### config.mk
export PLATFORM = sky130hd
export DESIGN_NAME = gregorian_date_arithmetic
export DESIGN_NICKNAME = d
export VERILOG_FILES = /design/src/sv/gda_pkg.sv /design/src/sv/gda_ctrl.sv /design/src/sv/gda_dp.sv /design/src/sv/gregorian_date_arithmetic.sv
export SDC_FILE = /design/constraint.sdc
export NUM_CORES = 1
export LEC_CHECK = 0
export ABC_CLOCK_PERIOD_IN_PS = 13500
export BUFFER_PORTS_ARGS = -buffer_cell sky130_fd_sc_hd__buf_2
export CAP_MARGIN = 20
export CORE_ASPECT_RATIO = 1.75
export CORE_MARGIN = 1.5
export CORE_UTILIZATION = 52
export CTS_CLUSTER_DIAMETER = 30
export CTS_CLUSTER_SIZE = 40
export DETAILED_ROUTE_END_ITERATION = 16
export PLACE_DENSITY = 0.78
export SLEW_MARGIN = 20
export SYNTH_ARGS = -nofsm -noshare
export SYNTH_HDL_FRONTEND = slang
export SYNTH_HIERARCHICAL = 1
export SYNTH_SLANG_ARGS = --single-unit
### constraint.sdc
create_clock -name clk -period 13.5 [get_ports clk]
set_clock_uncertainty 0.2 [all_clocks]
set_input_delay 0.675 -clock clk [delete_from_list [all_inputs] [get_ports clk]]
set_output_delay 0.675 -clock clk [all_outputs]
set_load 0.02 [all_outputs]
### src/sv/gda_pkg.sv
// shared types, constants and calendar tables for the date arithmetic block
package gda_pkg;

  // default sizes
  localparam int YEAR_BITS_DEF = 12;
  localparam int ADD_BITS_DEF  = 16;

  // fixed field widths
  localparam int MONTH_W = 4;
  localparam int DAY_W   = 5;
  localparam int DIFF_W  = 22;
  localparam int YRS_W   = 13;
  localparam int DOY_W   = 9;

  // divide by 100 as multiply by reciprocal, exact for years below 2^14
  localparam int DIV100_MUL   = 5243;
  localparam int DIV100_MUL_W = 13;
  localparam int DIV100_SHIFT = 19;

  // calendar constants
  localparam int YEAR_DAYS            = 365;
  localparam int FOUR_YEAR_DAYS       = 1460;
  localparam int CENTURY_DAYS         = 36524;
  localparam int YEARS_PER_CENTURY    = 100;
  localparam int YEARS_PER_LEAP_CYCLE = 4;

  localparam logic [MONTH_W-1:0] MONTH_JAN = 4'd1;
  localparam logic [MONTH_W-1:0] MONTH_FEB = 4'd2;
  localparam logic [MONTH_W-1:0] MONTH_DEC = 4'd12;
  localparam logic [DAY_W-1:0]   DAY_LAST  = 5'd31;

  // sequencer states
  typedef enum logic [2:0] {
    ST_IDLE,
    ST_DIV_A,
    ST_DIV_B,
    ST_EVAL,
    ST_DIFF,
    ST_WALK,
    ST_MONTH,
    ST_DONE
  } gda_state_t;

  // controller to datapath commands
  typedef struct packed {
    logic load;
    logic div_a;
    logic div_b;
    logic eval;
    logic diff;
    logic walk;
    logic month;
    logic out_load;
  } gda_cmd_t;

  // datapath to controller status
  typedef struct packed {
    logic invalid;
    logic walk_end;
    logic walk_ovf;
    logic month_end;
    logic out_free;
  } gda_stat_t;

  // days in month, zero for a month code that means nothing
  function automatic logic [DAY_W-1:0] month_days(input logic [MONTH_W-1:0] m,
                                                  input logic leap);
    logic [DAY_W-1:0] n;
    unique case (m)
      4'd1, 4'd3, 4'd5, 4'd7, 4'd8, 4'd10, 4'd12: n = 5'd31;
      4'd4, 4'd6, 4'd9, 4'd11:                     n = 5'd30;
      4'd2:                                        n = leap ? 5'd29 : 5'd28;
      default:                                     n = 5'd0;
    endcase
    return n;
  endfunction

  // days in the months before m of a common year
  function automatic logic [DOY_W-1:0] days_before_month(input logic [MONTH_W-1:0] m);
    logic [DOY_W-1:0] n;
    unique case (m)
      4'd1:    n = 9'd0;
      4'd2:    n = 9'd31;
      4'd3:    n = 9'd59;
      4'd4:    n = 9'd90;
      4'd5:    n = 9'd120;
      4'd6:    n = 9'd151;
      4'd7:    n = 9'd181;
      4'd8:    n = 9'd212;
      4'd9:    n = 9'd243;
      4'd10:   n = 9'd273;
      4'd11:   n = 9'd304;
      4'd12:   n = 9'd334;
      default: n = 9'd0;
    endcase
    return n;
  endfunction

endpackage

### src/sv/gda_ctrl.sv
// sequencer for the date arithmetic block
module gda_ctrl
  import gda_pkg::*;
(
  input  logic      clk,
  input  logic      rst_n,
  input  logic      in_valid,
  output logic      in_ready,
  input  gda_stat_t stat,
  output gda_cmd_t  cmd
);

  gda_state_t state_r, state_nxt;

  // state register
  always_ff @(posedge clk) begin
    if (!rst_n) begin
      state_r <= ST_IDLE;
    end else begin
      state_r <= state_nxt;
    end
  end

  // next state
  always_comb begin
    state_nxt = state_r;
    unique case (state_r)
      ST_IDLE: begin
        if (in_valid) state_nxt = ST_DIV_A;
      end
      ST_DIV_A: state_nxt = ST_DIV_B;
      ST_DIV_B: state_nxt = ST_EVAL;
      ST_EVAL:  state_nxt = ST_DIFF;
      ST_DIFF: begin
        state_nxt = stat.invalid ? ST_DONE : ST_WALK;
      end
      ST_WALK: begin
        priority if (stat.walk_ovf) state_nxt = ST_DONE;
        else if (stat.walk_end)     state_nxt = ST_MONTH;
        else                        state_nxt = ST_WALK;
      end
      ST_MONTH: begin
        if (stat.month_end) state_nxt = ST_DONE;
      end
      ST_DONE: begin
        if (stat.out_free) state_nxt = ST_IDLE;
      end
      default: state_nxt = ST_IDLE;
    endcase
  end

  // outputs
  always_comb begin
    cmd          = '0;
    in_ready     = 1'b0;
    unique case (state_r)
      ST_IDLE: begin
        in_ready = 1'b1;
        cmd.load = in_valid;
      end
      ST_DIV_A: cmd.div_a = 1'b1;
      ST_DIV_B: cmd.div_b = 1'b1;
      ST_EVAL:  cmd.eval  = 1'b1;
      ST_DIFF:  cmd.diff  = 1'b1;
      ST_WALK:  cmd.walk  = 1'b1;
      ST_MONTH: cmd.month = 1'b1;
      ST_DONE:  cmd.out_load = stat.out_free;
      default:  cmd = '0;
    endcase
  end

endmodule

### src/sv/gda_dp.sv
// datapath: divide-by-100 unit, date evaluation, difference, year and month walk
module gda_dp
  import gda_pkg::*;
#(
  parameter int YEAR_BITS = YEAR_BITS_DEF,
  parameter int ADD_BITS  = ADD_BITS_DEF
) (
  input  logic                        clk,
  input  logic                        rst_n,
  input  gda_cmd_t                    cmd,
  output gda_stat_t                   stat,
  input  logic [YEAR_BITS-1:0]        in_year_a,
  input  logic [MONTH_W-1:0]          in_month_a,
  input  logic [DAY_W-1:0]            in_day_a,
  input  logic [YEAR_BITS-1:0]        in_year_b,
  input  logic [MONTH_W-1:0]          in_month_b,
  input  logic [DAY_W-1:0]            in_day_b,
  input  logic [ADD_BITS-1:0]         in_add_days,
  output logic                        out_valid,
  input  logic                        out_ready,
  output logic signed [DIFF_W-1:0]    out_day_difference,
  output logic signed [YRS_W-1:0]     out_whole_years,
  output logic                        out_a_after_b,
  output logic                        out_a_before_b,
  output logic                        out_dates_equal,
  output logic [YEAR_BITS-1:0]        out_sum_year,
  output logic [MONTH_W-1:0]          out_sum_month,
  output logic [DAY_W-1:0]            out_sum_day,
  output logic                        out_year_overflow,
  output logic                        out_date_invalid
);

  localparam int QW    = YEAR_BITS - 6;
  localparam int PW    = YEAR_BITS + DIV100_MUL_W;
  localparam int YW1   = YEAR_BITS + 1;
  localparam int REM_W = ADD_BITS + 2;
  localparam int CMP_W = (REM_W > 17) ? REM_W : 17;
  localparam int DCW   = YEAR_BITS + 10;
  localparam logic [YEAR_BITS-1:0] YEAR_MAX = '1;

  // year mod 100 from year and year / 100
  function automatic logic [6:0] rem100(input logic [YEAR_BITS-1:0] y,
                                        input logic [QW-1:0] q);
    logic [YEAR_BITS-1:0] h;
    h = YEAR_BITS'(q * YEARS_PER_CENTURY);
    return 7'(y - h);
  endfunction

  // gregorian leap rule on the century split
  function automatic logic leap_of(input logic [QW-1:0] q, input logic [6:0] r);
    return (r == 7'd0) ? (q[1:0] == 2'd0) : (r[1:0] == 2'd0);
  endfunction

  // leap years in 0 .. y-1: ceil(y/4) - ceil(y/100) + ceil(y/400)
  function automatic logic [YEAR_BITS-1:0] leaps_before(input logic [YEAR_BITS-1:0] y,
                                                        input logic [QW-1:0] q,
                                                        input logic [6:0] r);
    logic [YW1-1:0] cq;
    logic [YW1-1:0] y4;
    logic [YW1-1:0] c4;
    cq = YW1'(q) + YW1'(r != 7'd0);
    y4 = (YW1'(y) + YW1'(3)) >> 2;
    c4 = (cq + YW1'(3)) >> 2;
    return YEAR_BITS'(y4 - cq + c4);
  endfunction

  // captured word
  logic [YEAR_BITS-1:0] ya_r, yb_r;
  logic [MONTH_W-1:0]   ma_r, mb_r;
  logic [DAY_W-1:0]     da_r, db_r;
  logic [ADD_BITS-1:0]  add_r;

  always_ff @(posedge clk) begin
    if (cmd.load) begin
      ya_r  <= in_year_a;
      ma_r  <= in_month_a;
      da_r  <= in_day_a;
      yb_r  <= in_year_b;
      mb_r  <= in_month_b;
      db_r  <= in_day_b;
      add_r <= in_add_days;
    end
  end

  // shared divide-by-100 multiplier
  logic [YEAR_BITS-1:0] div_op;
  logic [PW-1:0]        div_prod;
  logic [QW-1:0]        qa_r, qb_r;

  assign div_op   = cmd.div_b ? yb_r : ya_r;
  assign div_prod = PW'(div_op) * PW'(DIV100_MUL);

  always_ff @(posedge clk) begin
    if (cmd.div_a) qa_r <= QW'(div_prod >> DIV100_SHIFT);
    if (cmd.div_b) qb_r <= QW'(div_prod >> DIV100_SHIFT);
  end

  // per-date evaluation: validity, day of year, leap count
  logic [6:0]         ra, rb;
  logic               leap_a, leap_b;
  logic [DAY_W-1:0]   mlen_a, mlen_b;
  logic               valid_a, valid_b;
  logic [DOY_W-1:0]   doy_a, doy_b;

  assign ra      = rem100(ya_r, qa_r);
  assign rb      = rem100(yb_r, qb_r);
  assign leap_a  = leap_of(qa_r, ra);
  assign leap_b  = leap_of(qb_r, rb);
  assign mlen_a  = month_days(ma_r, leap_a);
  assign mlen_b  = month_days(mb_r, leap_b);
  assign valid_a = (ma_r >= MONTH_JAN) && (ma_r <= MONTH_DEC) && (da_r != '0) &&
                   (da_r <= mlen_a);
  assign valid_b = (mb_r >= MONTH_JAN) && (mb_r <= MONTH_DEC) && (db_r != '0) &&
                   (db_r <= mlen_b);
  assign doy_a   = days_before_month(ma_r) + DOY_W'(da_r) +
                   DOY_W'(leap_a && (ma_r > MONTH_FEB));
  assign doy_b   = days_before_month(mb_r) + DOY_W'(db_r) +
                   DOY_W'(leap_b && (mb_r > MONTH_FEB));

  logic [6:0]           ra_r;
  logic [DOY_W-1:0]     doy_a_r, doy_b_r;
  logic [YEAR_BITS-1:0] lp_a_r, lp_b_r;
  logic                 invalid_r;

  always_ff @(posedge clk) begin
    if (cmd.eval) begin
      ra_r      <= ra;
      doy_a_r   <= doy_a;
      doy_b_r   <= doy_b;
      lp_a_r    <= leaps_before(ya_r, qa_r, ra);
      lp_b_r    <= leaps_before(yb_r, qb_r, rb);
      invalid_r <= !(valid_a && valid_b);
    end
  end

  // day difference, modular in DCW bits, exact within range
  logic [DCW-1:0]        diff_nxt;
  logic signed [DCW-1:0] diff_r;

  assign diff_nxt = (DCW'(ya_r) - DCW'(yb_r)) * DCW'(YEAR_DAYS) +
                    DCW'(lp_a_r) - DCW'(lp_b_r) + DCW'(doy_a_r) - DCW'(doy_b_r);

  always_ff @(posedge clk) begin
    if (cmd.diff) diff_r <= diff_nxt;
  end

  // year walk: century, four-year and single-year steps
  logic [REM_W-1:0]     rem_r;
  logic [YEAR_BITS-1:0] wy_r;
  logic [QW-1:0]        wc_r;
  logic [6:0]           wr_r;
  logic [MONTH_W-1:0]   m_r;
  logic                 ovf_r;

  logic                 leap_w;
  logic [CMP_W-1:0]     rem_c, len1, len4, len100;
  logic [YEAR_BITS-1:0] room;
  logic                 fit1, fit4, fit100;
  logic                 walk_step;
  logic [REM_W-1:0]     rem_walk_nxt;
  logic [YEAR_BITS-1:0] wy_nxt;
  logic [QW-1:0]        wc_nxt;
  logic [6:0]           wr_nxt;

  assign leap_w = leap_of(wc_r, wr_r);
  assign rem_c  = CMP_W'(rem_r);
  assign len1   = CMP_W'(YEAR_DAYS) + CMP_W'(leap_w);
  assign len4   = CMP_W'(FOUR_YEAR_DAYS) + CMP_W'(leap_w);
  assign len100 = CMP_W'(CENTURY_DAYS) + CMP_W'(leap_w);
  assign room   = YEAR_MAX - wy_r;
  assign fit100 = (wr_r == 7'd0) && (room >= YEAR_BITS'(YEARS_PER_CENTURY)) &&
                  (rem_c >= len100);
  assign fit4   = (wr_r[1:0] == 2'd0) && (room >= YEAR_BITS'(YEARS_PER_LEAP_CYCLE)) &&
                  (rem_c >= len4);
  assign fit1   = rem_c >= len1;

  always_comb begin
    rem_walk_nxt = rem_r;
    wy_nxt       = wy_r;
    wc_nxt       = wc_r;
    wr_nxt       = wr_r;
    walk_step    = 1'b0;
    priority if (fit100) begin
      walk_step    = 1'b1;
      rem_walk_nxt = REM_W'(rem_c - len100);
      wy_nxt       = wy_r + YEAR_BITS'(YEARS_PER_CENTURY);
      wc_nxt       = wc_r + QW'(1);
    end else if (fit4) begin
      walk_step    = 1'b1;
      rem_walk_nxt = REM_W'(rem_c - len4);
      wy_nxt       = wy_r + YEAR_BITS'(YEARS_PER_LEAP_CYCLE);
      if (wr_r == 7'(YEARS_PER_CENTURY - YEARS_PER_LEAP_CYCLE)) begin
        wr_nxt = 7'd0;
        wc_nxt = wc_r + QW'(1);
      end else begin
        wr_nxt = wr_r + 7'(YEARS_PER_LEAP_CYCLE);
      end
    end else if (fit1 && (room != '0)) begin
      walk_step    = 1'b1;
      rem_walk_nxt = REM_W'(rem_c - len1);
      wy_nxt       = wy_r + YEAR_BITS'(1);
      if (wr_r == 7'(YEARS_PER_CENTURY - 1)) begin
        wr_nxt = 7'd0;
        wc_nxt = wc_r + QW'(1);
      end else begin
        wr_nxt = wr_r + 7'd1;
      end
    end else begin
      walk_step = 1'b0;
    end
  end

  // month walk inside the final year
  logic [DAY_W-1:0] mlen_w;
  logic             month_fit;

  assign mlen_w    = month_days(m_r, leap_w);
  assign month_fit = (m_r < MONTH_DEC) && (rem_c >= CMP_W'(mlen_w));

  // walk registers
  always_ff @(posedge clk) begin
    if (cmd.diff) begin
      rem_r <= REM_W'(REM_W'(doy_a_r) + REM_W'(add_r) - REM_W'(1));
      wy_r  <= ya_r;
      wc_r  <= qa_r;
      wr_r  <= ra_r;
      m_r   <= MONTH_JAN;
      ovf_r <= 1'b0;
    end else if (cmd.walk) begin
      if (walk_step) begin
        rem_r <= rem_walk_nxt;
        wy_r  <= wy_nxt;
        wc_r  <= wc_nxt;
        wr_r  <= wr_nxt;
      end else if (fit1) begin
        ovf_r <= 1'b1;
      end
    end else if (cmd.month && month_fit) begin
      rem_r <= REM_W'(rem_c - CMP_W'(mlen_w));
      m_r   <= m_r + MONTH_W'(1);
    end
  end

  // status to the sequencer
  logic out_valid_r;

  assign stat.invalid   = invalid_r;
  assign stat.walk_ovf  = fit1 && !walk_step;
  assign stat.walk_end  = !fit1;
  assign stat.month_end = !month_fit;
  assign stat.out_free  = !out_valid_r || out_ready;

  // comparison and whole years
  logic                 a_md_later;
  logic [YRS_W-1:0]     yrs_nxt;
  logic [YEAR_BITS+8:0] key_a, key_b;

  assign a_md_later = (ma_r > mb_r) || ((ma_r == mb_r) && (da_r > db_r));
  assign yrs_nxt    = YRS_W'(yb_r) - YRS_W'(ya_r) - YRS_W'(a_md_later);
  assign key_a      = {ya_r, ma_r, da_r};
  assign key_b      = {yb_r, mb_r, db_r};

  // result register
  logic signed [DIFF_W-1:0] diff_out_r;
  logic signed [YRS_W-1:0]  yrs_r;
  logic                     after_r, before_r, equal_r;
  logic [YEAR_BITS-1:0]     sum_year_r;
  logic [MONTH_W-1:0]       sum_month_r;
  logic [DAY_W-1:0]         sum_day_r;
  logic                     ovf_out_r, invalid_out_r;

  always_ff @(posedge clk) begin
    if (!rst_n) begin
      out_valid_r <= 1'b0;
    end else if (cmd.out_load) begin
      out_valid_r <= 1'b1;
    end else if (out_ready) begin
      out_valid_r <= 1'b0;
    end
  end

  always_ff @(posedge clk) begin
    if (cmd.out_load) begin
      if (invalid_r) begin
        diff_out_r    <= '0;
        yrs_r         <= '0;
        after_r       <= 1'b0;
        before_r      <= 1'b0;
        equal_r       <= 1'b0;
        sum_year_r    <= '0;
        sum_month_r   <= '0;
        sum_day_r     <= '0;
        ovf_out_r     <= 1'b0;
        invalid_out_r <= 1'b1;
      end else begin
        diff_out_r    <= DIFF_W'(diff_r);
        yrs_r         <= yrs_nxt;
        after_r       <= key_a > key_b;
        before_r      <= key_a < key_b;
        equal_r       <= key_a == key_b;
        invalid_out_r <= 1'b0;
        ovf_out_r     <= ovf_r;
        if (ovf_r) begin
          sum_year_r  <= YEAR_MAX;
          sum_month_r <= MONTH_DEC;
          sum_day_r   <= DAY_LAST;
        end else begin
          sum_year_r  <= wy_r;
          sum_month_r <= m_r;
          sum_day_r   <= DAY_W'(rem_r + REM_W'(1));
        end
      end
    end
  end

  assign out_valid          = out_valid_r;
  assign out_day_difference = diff_out_r;
  assign out_whole_years    = yrs_r;
  assign out_a_after_b      = after_r;
  assign out_a_before_b     = before_r;
  assign out_dates_equal    = equal_r;
  assign out_sum_year       = sum_year_r;
  assign out_sum_month      = sum_month_r;
  assign out_sum_day        = sum_day_r;
  assign out_year_overflow  = ovf_out_r;
  assign out_date_invalid   = invalid_out_r;

endmodule

### src/sv/gregorian_date_arithmetic.sv
// Gregorian date arithmetic: takes dates A and B and a day count per input word and
// returns one result word with the signed day difference A minus B, the whole years
// completed from A to B, the order of A against B, and A advanced by the day count
// (saturating at December 31 of the highest year, with year_overflow set). A month or
// day out of range in either date sets date_invalid and zeroes everything else. One
// word is worked on at a time; a finished result sits in an output register, so the
// next word is taken while the previous result waits. A word is captured, both years
// are divided by 100 in turn, the dates are evaluated and the difference is formed;
// an invalid word then goes straight to the result register, while a valid word walks
// the years and then the months of the advanced date, skipping the month walk when
// the advance runs past the highest year. The year walk takes a century, a four-year
// block or a single year per cycle, and the month walk steps a month at a time.
module gregorian_date_arithmetic
  import gda_pkg::*;
#(
  parameter int YEAR_BITS = YEAR_BITS_DEF,
  parameter int ADD_BITS  = ADD_BITS_DEF
) (
  input  logic                     clk,
  input  logic                     rst_n,
  input  logic                     in_valid,
  output logic                     in_ready,
  input  logic [YEAR_BITS-1:0]     in_year_a,
  input  logic [MONTH_W-1:0]       in_month_a,
  input  logic [DAY_W-1:0]         in_day_a,
  input  logic [YEAR_BITS-1:0]     in_year_b,
  input  logic [MONTH_W-1:0]       in_month_b,
  input  logic [DAY_W-1:0]         in_day_b,
  input  logic [ADD_BITS-1:0]      in_add_days,
  output logic                     out_valid,
  input  logic                     out_ready,
  output logic signed [DIFF_W-1:0] out_day_difference,
  output logic signed [YRS_W-1:0]  out_whole_years,
  output logic                     out_a_after_b,
  output logic                     out_a_before_b,
  output logic                     out_dates_equal,
  output logic [YEAR_BITS-1:0]     out_sum_year,
  output logic [MONTH_W-1:0]       out_sum_month,
  output logic [DAY_W-1:0]         out_sum_day,
  output logic                     out_year_overflow,
  output logic                     out_date_invalid
);

  gda_cmd_t  cmd;
  gda_stat_t stat;

  // sequencer
  gda_ctrl u_ctrl (
    .clk      (clk),
    .rst_n    (rst_n),
    .in_valid (in_valid),
    .in_ready (in_ready),
    .stat     (stat),
    .cmd      (cmd)
  );

  // datapath
  gda_dp #(
    .YEAR_BITS (YEAR_BITS),
    .ADD_BITS  (ADD_BITS)
  ) u_dp (
    .clk                (clk),
    .rst_n              (rst_n),
    .cmd                (cmd),
    .stat               (stat),
    .in_year_a          (in_year_a),
    .in_month_a         (in_month_a),
    .in_day_a           (in_day_a),
    .in_year_b          (in_year_b),
    .in_month_b         (in_month_b),
    .in_day_b           (in_day_b),
    .in_add_days        (in_add_days),
    .out_valid          (out_valid),
    .out_ready          (out_ready),
    .out_day_difference (out_day_difference),
    .out_whole_years    (out_whole_years),
    .out_a_after_b      (out_a_after_b),
    .out_a_before_b     (out_a_before_b),
    .out_dates_equal    (out_dates_equal),
    .out_sum_year       (out_sum_year),
    .out_sum_month      (out_sum_month),
    .out_sum_day        (out_sum_day),
    .out_year_overflow  (out_year_overflow),
    .out_date_invalid   (out_date_invalid)
  );

  // exactly one ordering flag on a valid result
  a_order_onehot: assert property (@(posedge clk) disable iff (!rst_n)
    (out_valid && !out_date_invalid) |->
      $onehot({out_a_after_b, out_a_before_b, out_dates_equal}))
    else $error("ordering flags not one-hot");

  // invalid result carries nothing else
  a_invalid_zero: assert property (@(posedge clk) disable iff (!rst_n)
    (out_valid && out_date_invalid) |->
      (out_day_difference == '0) && (out_whole_years == '0) && !out_a_after_b &&
      !out_a_before_b && !out_dates_equal && (out_sum_year == '0) &&
      (out_sum_month == '0) && (out_sum_day == '0) && !out_year_overflow)
    else $error("invalid result has nonzero fields");

  // advanced date has a month in range and a nonzero day
  a_sum_range: assert property (@(posedge clk) disable iff (!rst_n)
    (out_valid && !out_date_invalid) |->
      (out_sum_month != '0) && (out_sum_month <= MONTH_DEC) && (out_sum_day != '0))
    else $error("advanced date out of range");

  // a loaded result shows up as valid
  a_load_valid: assert property (@(posedge clk) disable iff (!rst_n)
    cmd.out_load |=> out_valid)
    else $error("result load lost");

endmodule
==> results.py, run 1 <==
metrics = {
    "die": {
        "start_util_pct": 52.5,
        "die_y_um": 290,
        "core_area_um2": 46800,
        "num_io_pins": 125,
        "fp-row-count": 105,
        "die_area_um2": 48600,
        "die_x_um": 167,
    },
    "clocking": {
        "cts_setup_buffers": 0,
        "clock-sinks": 269,
        "post_cts_resize_count": 0,
        "cts.clk_slew.worst_paths_ns": 0.07,
        "cts-root-buf": "clkbuf_16",
        "htreeDepth": 2,
        "cts_hold_buf": 0,
        "cts_tree": "yes",
        "numCtsBuffers": 45,
        "cts_buffer_depth": 3,
        "clock_latency_ns": 0.56,
    },
    "cells_and_area": {
        "most-common-layout-cells": "445 x inv_1, 346 x ha_1, 242 x edfxtp_1",
        "synthToLayoutAreaGrowth_pct": 11.3,
        "fill_cells": 3881,
        "insertedDiodeCount": 0,
        "layout_commonest_cell": "inv_1",
        "fin_nets": 3142,
        "drive_above_1_share_pct": 9.90,
    },
    "worst_setup_path": {
        "worst_setup_path_start_kind": "flip-flop",
        "cp.depth": 26,
        "critPathMaxStageDelay_ns": 0.55,
        "path_class": "reg2reg",
        "cp.required_ns": 13.59,
        "worstPathMaxFanout": 8,
        "crit_arrival_ns": 8.12,
        "crit_buf_inv": 5,
        "cp_top_family": "adder cells",
        "slowest_stage": "edfxtp_1",
        "r2r_cells": 26,
        "worstSetupEndpointType": "flip-flop",
    },
    "run": {
        "drv_cap": 0,
    },
    "timing": {
        "setup_tns_ns": 0,
        "period_share_pct": 59.5,
        "rsz0062_at_grt": "false",
        "setup_viol": 0,
        "slew_headroom_pct": 25.7,
        "maxSlewViolCount": 0,
        "fmax_mhz": 124,
        "fin_crit_ns": 8.03,
        "worst-slew-pin-transition_ns": 1.10,
        "finalHoldViolations": 0,
    },
    "yosys": {
        "synth_top_cell_by_area": "edfxtp_1",
        "synthDistinctLibCells": 93,
        "synthArstFlopShare_pct": 0,
        "syn_area_per_cell_um2": 10.0,
        "synth_edf_count": 242,
        "synth_top_flop_cell": "edfxtp_1",
        "synth_area_um2": 24600,
        "yosys_warnings": 6,
        "synth.area.top_cells": "edfxtp_1 30%, ha_1 18%, fa_1 13%",
        "ys_seq_area_share_pct": 31.8,
        "ys_ff_latch": 269,
        "netlist_instances": 2453,
        "netlist.area_leader.share_pct": 29.6,
    },
    "placed_design": {
        "gp_congestion": 1.01,
        "port_buffers": 124,
        "dpl.hpwl_um": 49300,
    },
    "detailed_routing": {
        "drc": 0,
        "drtIter0Drc": 1024,
        "vias_per_cell": 5.66,
        "wire_per_inst_um": 19.2,
        "postRouteAntennaNets": 0,
        "vias": 18136,
        "wl_um": 61500,
        "dr.pass1.iters": 5,
    },
    "global_routing": {
        "grt_max_degree": 59,
        "antenna_found_initial": 0,
        "grt_use_total_pct": 25.7,
        "grt_pass1_wl_um": 98000,
        "grt_pass1_vias": 19160,
        "grt_overflow": 0,
    },
    "hold_path": {
        "hold_depth": 1,
        "hold_path_class": "in2reg",
    },
    "run_status": {
        "outcome": "finished, final reports clean",
    },
}
-- synth_stat cells (15+ instances only) --
library cell and instances:
a211oi_1 15, a21o_1 45, a21oi_1 100, a31oi_1 19
and3_1 15, clkbuf_1 40, dfxtp_1 27, edfxtp_1 242
fa_1 155, ha_1 346, inv_1 445, mux2i_1 22
nand2_1 138, nand2b_1 25, nand3_1 50, nand4_1 15
nor2_1 143, nor2b_1 50, nor3_1 34, nor4_1 20
o21a_1 27, o21ai_0 86, xnor2_1 125, xor2_1 50
-- sequential cells by signal (all words and copies together), names as in the netlist, 6 cells and up, named ones only --
signal and count:
u_dp/wr_r 7, u_dp/lp_a_r 12, u_dp/out_sum_year 12, u_dp/diff_r 22, u_dp/doy_a_r 9, u_dp/wy_r 12, u_dp/lp_b_r 12, u_dp/out_whole_years 13
u_dp/ya_r 12, u_dp/ra_r 7, u_dp/add_r 16, u_dp/qb_r 6, u_dp/qa_r 6, u_dp/out_day_difference 22, u_dp/doy_b_r 9, u_dp/yb_r 12
u_dp/rem_c 18
-- stage by stage --
| stage | setup WS, ns | util, % | hold WS, ns | std cells | area [µm²] |
|---|---|---|---|---|---|
| after floorplan | 6.49 | - | 0.249 | 2454 | 24600 |
| after global placement | 5.87 | 55.1 | 0.309 | 3120 | 25800 |
| after detailed placement | 5.66 | 55.1 | 0.333 | 3120 | 25800 |
| after CTS | 5.58 | 58.4 | 0.0579 | 3203 | 27300 |
| after global routing | 5.11 | 58.4 | 0.0707 | 3203 | 27300 |
| final | 5.47 | 58.4 | 0.0902 | 3203 | 27300 |
-- cell type report --
class	instances	area, µm²	share of cell area, %
Sequential cell	269	7810	28.6
Clock inverter	32	399	1.46
Inverter	446	1670	6.12
Timing Repair Buffer	136	711	2.60
Tap cell	588	736	2.69
Clock buffer	51	1160	4.24
Multi-Input combinational cell	1681	14800	54.3
-- cells by family (layout without fill, tap and decap cells) --
group                    Yosys count  in the layout  share of synthesized area, %
AO/OA/AOI/OAI                    419            419                          11.3
XOR/XNOR                         176            176                          6.33
adder cells (fa/ha/maj)          501            501                          30.3
buffers and inverters            504            665                          7.90
flip-flops                       269            269                          31.8
multiplexers                      32             32                          1.36
other                              1              2                        0.0153
AND/OR/NAND/NOR                  551            551                          11.1
-- path summary, 6_finish.rpt --
path	start	end	slack (ns)
worst min register to register	u_dp/diff_r[18]$_DFFE_PP_	u_dp/out_day_difference[18]$_SDFFCE_PP0P_	0.34
worst max register to register	u_dp/yb_r[1]$_DFFE_PP_	u_dp/diff_r[20]$_DFFE_PP_	5.47
worst max-delay path	u_dp/yb_r[1]$_DFFE_PP_	u_dp/diff_r[20]$_DFFE_PP_	5.47
worst min-delay path	in_day_b[4]	u_dp/db_r[4]$_DFFE_PP_	0.09
-- routing by layer --
layer	GRT usage (%)	wire length, µm	vias to the layer above
li1	-	-	8631
met1	25.8	21400	8710
met2	48.2	32400	572
met3	3.19	2560	223
met4	19.0	5110	0
met5	0	0	-
Power of run 1 is left out: the tool's default activity adds up to more than one toggle a clock period on the data nets, which glitch-free logic cannot reach.
==> run 2: changes to the inputs <==
Settings changed: ABC_CLOCK_PERIOD_IN_PS 13500 to 7100, PLACE_DENSITY 0.78 to 0.81.
Clock period 13.5 ns to 7.1 ns, I/O delays scaled along.
==> run 2 against run 1 <==
Net effect:
- count of clock-buffer cells in the layout down 6
- die area unchanged
- non-clock buffer count rose by 134
- sequential share of layout area shrank 1.4 points
- first-iteration DRC count shrank 1.4%
- utilization rose by 3.0 points
- critical path depth is 2 higher
- cell area is 5.1% higher
- routed wire length rose by 6.2%
- via count rose by 3.8%
- fmax rose by 17%
- register-to-register slack worse by 5.2 ns
==> results.py, run 2 (synthesis gave the netlist of run 1 again) <==
metrics = {
    "die": {
        "die_x_um": 167,
        "num_io_pins": 125,
        "fp-row-count": 105,
        "core_area_um2": 46800,
        "start_util_pct": 52.5,
        "die_y_um": 290,
        "die_area_um2": 48600,
    },
    "hold_path": {
        "hold_path_class": "in2reg",
    },
    "worst_setup_path": {
        "slowest_stage": "fa_1",
        "path_class": "reg2reg",
        "worstSetupEndpointType": "flip-flop",
        "crit_arrival_ns": 6.94,
        "worstPathMaxFanout": 4,
        "cp_top_family": "adder cells",
        "worst_setup_path_start_kind": "flip-flop",
        "critPathMaxStageDelay_ns": 0.54,
        "cp.required_ns": 7.19,
        "cpMostUsedCell": "fa_1",
        "crit_buf_inv": 7,
    },
    "detailed_routing": {
        "dr.pass1.iters": 5,
        "postRouteAntennaNets": 0,
        "drtIter0Drc": 1010,
        "vias": 18827,
        "wl_um": 65300,
        "vias_per_cell": 5.65,
        "drc": 0,
        "wire_per_inst_um": 19.6,
    },
    "timing": {
        "worst-slew-pin-transition_ns": 1.07,
        "period_share_pct": 96.5,
        "finalHoldViolations": 0,
        "rsz0062_at_grt": "true",
        "fin_crit_ns": 6.85,
        "setup_viol": 0,
        "fmax_mhz": 146,
        "fin_hold_ws_ns": 0.0758,
        "maxSlewViolCount": 0,
        "slew_headroom_pct": 28.5,
        "setup_tns_ns": 0,
    },
    "global_routing": {
        "antenna_found_initial": 2,
        "grt_pass1_vias": 20290,
        "grt_pass1_wl_um": 104000,
        "grt_use_total_pct": 27.4,
        "grt_max_degree": 74,
        "grt_overflow": 0,
    },
    "clocking": {
        "numCtsBuffers": 43,
        "cts_tree": "yes",
        "cts-root-buf": "clkbuf_16",
        "cts_buffer_depth": 3,
        "clock_latency_ns": 0.56,
        "clock-sinks": 269,
        "cts.clk_slew.worst_paths_ns": 0.06,
        "htreeDepth": 2,
    },
    "placed_design": {
        "gp_congestion": 0.995,
        "port_buffers": 124,
        "dpl.hpwl_um": 51300,
        "place_area_um2": 26300,
    },
    "run_status": {
        "outcome": "finished, final reports clean",
    },
    "cells_and_area": {
        "stdcell_area_um2": 28700,
        "drive_above_1_share_pct": 13.5,
        "layout_commonest_cell": "inv_1",
        "seq_area_um2": 7810,
        "fill_cells": 3763,
        "fin_nets": 3274,
        "multiInputGateArea_um2": 15000,
        "most-common-layout-cells": "438 x inv_1, 336 x ha_1, 242 x edfxtp_1",
        "synthToLayoutAreaGrowth_pct": 16.9,
    },
    "run": {
        "drv_cap": 0,
    },
}
run 2: final cells by class:
class                      count  area share [%]
timing repair buffer         270            6.55
sequential                   269            27.2
clock inverter                35            1.57
inverter                     446            5.83
multi-input combinational   1681            52.4
tap                          588            2.56
clock buffer                  45            3.88
antenna                        1         0.00871
run 2: worst paths after layout:
check                          from  cells past startpoint  slack, ns                             end
max reg2reg  u_dp/ya_r[0]$_DFFE_PP_                     28       0.25       u_dp/diff_r[21]$_DFFE_PP_
min                        in_valid                      3       0.08  u_ctrl/state_r[0]$_SDFFE_PN0P_
max          u_dp/ya_r[0]$_DFFE_PP_                     28       0.25       u_dp/diff_r[21]$_DFFE_PP_
min reg2reg  u_dp/ra_r[1]$_DFFE_PP_                      2       0.33          u_dp/wr_r[1]$_DFFE_PP_
run 2: routing by layer:
metal  vias to the layer above  global-route usage [%]  wire [µm]
met5                         -                       0          0
met4                         0                    20.2       5550
met3                       257                    3.70       2840
met2                       586                    52.4      34800
met1                      9098                    26.2      22100
li1                       8886                       -          -
run 2: stage by stage:
stage / setup WS, ns / util (%) / std cells
after floorplan: 0.0854 / - / 2454
after global routing: -0.0655 / 61.4 / 3335
after CTS: 0.0133 / 60.8 / 3324
after global placement: 0.0921 / 56.2 / 3183
after detailed placement: -0.114 / 56.2 / 3183
final: 0.248 / 61.4 / 3335
run 2: worst reg2reg max path, delay by kind of cell, from the launching register on:
| family | cells | cell delay, ns |
|---|---|---|
| adders and majority gates | 9 | 3.27 |
| xor gates and xnor gates | 1 | 0.17 |
| and+or+nand+nor | 4 | 0.63 |
| muxes | 1 | 0.15 |
| buffers and inverters | 7 | 0.50 |
| AOI/OAI and AO/OA | 6 | 1.26 |
| DFF | 1 | 0.41 |
run 2: repair_timing:
action / CTS / global route
pin swaps: 1 / 31
resized for setup: 3 / 45
hold buffers: 61 / 0
endpoints found under the hold margin: 62 / 0
endpoints found under the setup margin: 2 / 9
buffers inserted: 0 / 10
Power of run 2 is left out for the same reason.
